**src/hw/rtl/sma_serial_div.sv**
```systemverilog
module sma_serial_div #(
    parameter int NUM_BITS = 40,
    parameter int DEN_BITS = 9
) (
    input  logic                clk,
    input  logic                rst_n,
    input  logic                start,
    input  logic [NUM_BITS-1:0] dividend,
    input  logic [DEN_BITS-1:0] divisor,
    output logic                done,
    output logic [NUM_BITS-1:0] quotient
);

    localparam int CNT_BITS = $clog2(NUM_BITS + 1);

    logic [NUM_BITS-1:0] quo_reg, quo_next;
    logic [DEN_BITS-1:0] rem_reg, rem_next;
    logic [DEN_BITS-1:0] den_reg, den_next;
    logic [CNT_BITS-1:0] cnt_reg, cnt_next;
    logic                busy_reg, busy_next;
    logic                done_reg, done_next;
    logic [DEN_BITS:0]   rem_shift;
    logic [DEN_BITS:0]   trial;

    // One quotient bit per cycle: shift the next dividend bit into the
    // partial remainder and subtract the divisor where it fits.
    always_comb
    begin
        rem_shift = {rem_reg, quo_reg[NUM_BITS-1]};
        trial     = rem_shift - {1'b0, den_reg};
        quo_next  = quo_reg;
        rem_next  = rem_reg;
        den_next  = den_reg;
        cnt_next  = cnt_reg;
        busy_next = busy_reg;
        done_next = 1'b0;
        if (start)
        begin
            quo_next  = dividend;
            rem_next  = '0;
            den_next  = divisor;
            cnt_next  = CNT_BITS'(NUM_BITS);
            busy_next = 1'b1;
        end
        else if (busy_reg)
        begin
            if (!trial[DEN_BITS])
            begin
                rem_next = trial[DEN_BITS-1:0];
                quo_next = {quo_reg[NUM_BITS-2:0], 1'b1};
            end
            else
            begin
                rem_next = rem_shift[DEN_BITS-1:0];
                quo_next = {quo_reg[NUM_BITS-2:0], 1'b0};
            end
            cnt_next = cnt_reg - 1'b1;
            if (cnt_reg == CNT_BITS'(1))
            begin
                busy_next = 1'b0;
                done_next = 1'b1;
            end
        end
    end

    always_ff @(posedge clk or negedge rst_n)
    begin
        if (!rst_n)
        begin
            cnt_reg  <= '0;
            busy_reg <= 1'b0;
            done_reg <= 1'b0;
        end
        else
        begin
            cnt_reg  <= cnt_next;
            busy_reg <= busy_next;
            done_reg <= done_next;
        end
    end

    always_ff @(posedge clk)
    begin
        quo_reg <= quo_next;
        rem_reg <= rem_next;
        den_reg <= den_next;
    end

    assign done     = done_reg;
    assign quotient = quo_reg;

endmodule

```
**config.mk**
```make
export PLATFORM = sky130hd
export DESIGN_NAME = sma_serial_div
export DESIGN_NICKNAME = d
export VERILOG_FILES = /design/src/hw/rtl/sma_serial_div.sv
export SDC_FILE = /design/constraint.sdc
export NUM_CORES = 1
export LEC_CHECK = 0
export BUFFER_PORTS_ARGS = -buffer_cell sky130_fd_sc_hd__buf_2
export CAP_MARGIN = 15
export CORE_ASPECT_RATIO = 1.75
export CORE_MARGIN = 2
export CORE_UTILIZATION = 52
export CTS_CLUSTER_SIZE = 16
export DETAILED_ROUTE_END_ITERATION = 8
export PLACE_DENSITY = 0.8
export SKIP_LAST_GASP = 1
export SLEW_MARGIN = 20
export SYNTH_ARGS = -nofsm -noshare
export SYNTH_HDL_FRONTEND = slang
export SYNTH_SLANG_ARGS = --single-unit
```
**constraint.sdc**
```tcl
create_clock -name clk -period 3.55 [get_ports clk]
set_input_delay 0.355 -clock clk [delete_from_list [all_inputs] [get_ports clk]]
set_output_delay 0.355 -clock clk [all_outputs]
set_load 0.01 [all_outputs]
```
==> flow_metrics.tcl <==
set metrics [dict create \
    clk_latency_ns 0.35 \
    fp.dieH_microns 109 \
    drtIter0Drc 80 \
    die_width_microns 63.8 \
    worstSetupPathType "flip-flop to flip-flop" \
    fin_nets 413 \
    cts_buffers 9 \
    ctsRootBufferMaster "clkbuf_8" \
    largest_reg_flops 40 \
    clk_pin_slew_ns 0.07 \
    synthArstFlopShare_pct 12.1 \
    cp.arrival_ns 2.89 \
    wl_per_cell_microns 15.7 \
    dp_hpwl_microns 4930 \
    setup.worst_path.end_class "flip-flop" \
    place.gp.congestion 0.873 \
    first_pass_iters 4 \
    syn_area_sq_um 3250 \
    drive_gt1_share_pct 44.4 \
    cts_tree "built" \
    mostFrequentLayoutCells "buf_2 (92), edfxtp_1 (49), mux2_2 (40), nor2_1 (18), inv_1 (15)" \
    holdWs_ns 0.172 \
    finClkSkew_ns 0.00718 \
    portBuffers 92 \
    relSlewSlack_pct 45.5 \
    hold_viol 0 \
    synthCells 253 \
    grt_pass1_wl_microns 10700 \
    overflow 0 \
    grt_max_degree 41 \
    dr.max_layer_used "met4" \
    maxSlewViolCount 0 \
    path_max_fanout 8 \
    synth_fp_nets 317 \
    p_leak_nw 1.73 \
    post-route-drc-count 0 \
    fin_ws_ns 0.772 \
    ys.flop_type "edfxtp_1" \
    post-route-util_pct 65.2 \
    drv_cap 0 \
    wl_met2_microns 3710 \
    start_util_pct 53.0 \
    hp-class "input port to flip-flop" \
    yosys.area.top_type "edfxtp_1" \
    final_cells 434 \
    finalPower_mw 1.94 \
    mostFrequentLayoutCell "buf_2" \
    start_kind "flip-flop" \
    drt_wl_total_microns 6830 \
    finalCritPeriodShare_pct 78.3 \
    cp_cell_sequence "ha_1 -> a21o_1 -> a211oi_2 -> or4b_1 -> nand3_1 -> nand2_1 -> mux2_2" \
    drt.antenna.violating_nets 0 \
    worst-path-buf-inv 0 \
    slowest_delay_ns 0.61 \
    antenna_found_initial 0 \
    seqCellArea_sq_um 1850 \
    multiInputGateArea_sq_um 1290 \
    n_antenna_cell 0 \
    cts_sinks 66 \
    yosysSeqAreaShare_pct 56.9 \
    cts.htree.levels 3 \
    ys_ff_latch 66 \
    dpl-instance-area_sq_um 3790 \
    grt_usage_pct 20.6 \
    timing.fmax_ghz 0.360 \
    grt_pass1_vias 2353 \
    die-area_sq_um 6930 \
    rows 38 \
    pre_cts_ws_ns 0.814 \
    setup_viol 0 \
    wirelength_met1_microns 2540 \
    worstMarginPinSlew_ns 0.818 \
    crit_family "simple AND/OR/NAND/NOR gates" \
    final_area_sq_um 4000 \
    fillCellCount 491 \
    ys_top_cells_by_area "edfxtp_1 (45%), mux2_2 (14%), dfrtp_1 (6.2%)" \
    rsz0062_at_grt "no" \
    finalCriticalPeriod_ns 2.78 \
    synthToLayoutAreaGrowth_pct 22.9 \
    crit_path_top_delay_cell "or4b_1" \
    wl_met3_microns 446 \
    ios 93 \
    coreArea_sq_um 6130 \
    vias 2392 \
    synth.top_cell.area_share_pct 45.2 \
    tns_ns 0 \
    yosys_warnings 0 \
    synth_area_per_cell_sq_um 12.9 \
    synth.distinct_cells 49 \
    dp.cells 417 \
    cts_setup_buffers 0 \
    cp.required_ns 3.66 \
    synth_edf_count 49 \
    ir_worst_vdd_mv 0.454 \
    outcome "completed" \
    max-clock-path-buffers 2 \
    vias_per_cell 5.51 \
    power_density_nw_per_um2 484 \
]
-- cell families after synthesis --
family / share of synthesized area [%]
buf+inv: 3.35
fa+ha+maj: 4.85
compound gates: 9.92
xor+xnor: 2.15
flops: 56.9
simple gates: 8.96
mux: 13.8
-- cell type report --
class	instances	share of cell area, %
Clock buffer	13	4.51
Clock inverter	3	0.501
Inverter	16	1.50
Multi-Input combinational cell	160	32.3
Sequential cell	66	46.3
Tap cell	80	2.50
Timing Repair Buffer	96	12.3
-- synthesized netlist by cell type (2+ instances only) --
library cell / number
dfrtp_1: 8
mux2_2: 40
nor3_1: 2
clkbuf_1: 6
nand3b_1: 2
nor3b_1: 2
nand3_1: 8
a311oi_1: 5
xnor2_1: 6
o31ai_1: 2
o21ai_0: 10
dfxtp_1: 9
a211oi_1: 3
and3_2: 2
o21a_1: 3
a21oi_1: 4
inv_1: 15
nor2_1: 18
nor2b_1: 2
ha_1: 11
o311ai_0: 4
edfxtp_1: 49
and3_1: 3
nand2_1: 10
buf_1: 4
xor2_1: 2
-- routing by layer --
layer,up-vias,GRT usage [%]
li1,1144,-
met5,-,0
met2,81,36.0
met3,11,7.22
met1,1156,21.8
met4,0,9.78
-- report_power, final --
group          internal, mW  switching, mW
clock network         0.333          0.289
registers             0.919         0.0487
logic                 0.170          0.176
-- repair_timing --
action	4_1_cts	5_1_grt
gates resized for setup	0	0
hold buffers	1	0
hold endpoints to repair	8	0
-- final timing paths --
path	start	endpoint	slack, ns	depth (start not counted)
setup / recovery	rem_reg[5]	quotient[0]	0.77	7
hold / removal	divisor[1]	den_reg[1]	0.17	1
setup reg to reg	rem_reg[5]	quotient[0]	0.77	7
hold reg to reg	rem_reg[3]	rem_reg[3]	0.51	2
max in group asynchronous	rst_n	busy_reg	3.01	2
min in group asynchronous	rst_n	cnt_reg[5]	0.37	2
No activity file was read; power rests on OpenSTA's default activity.
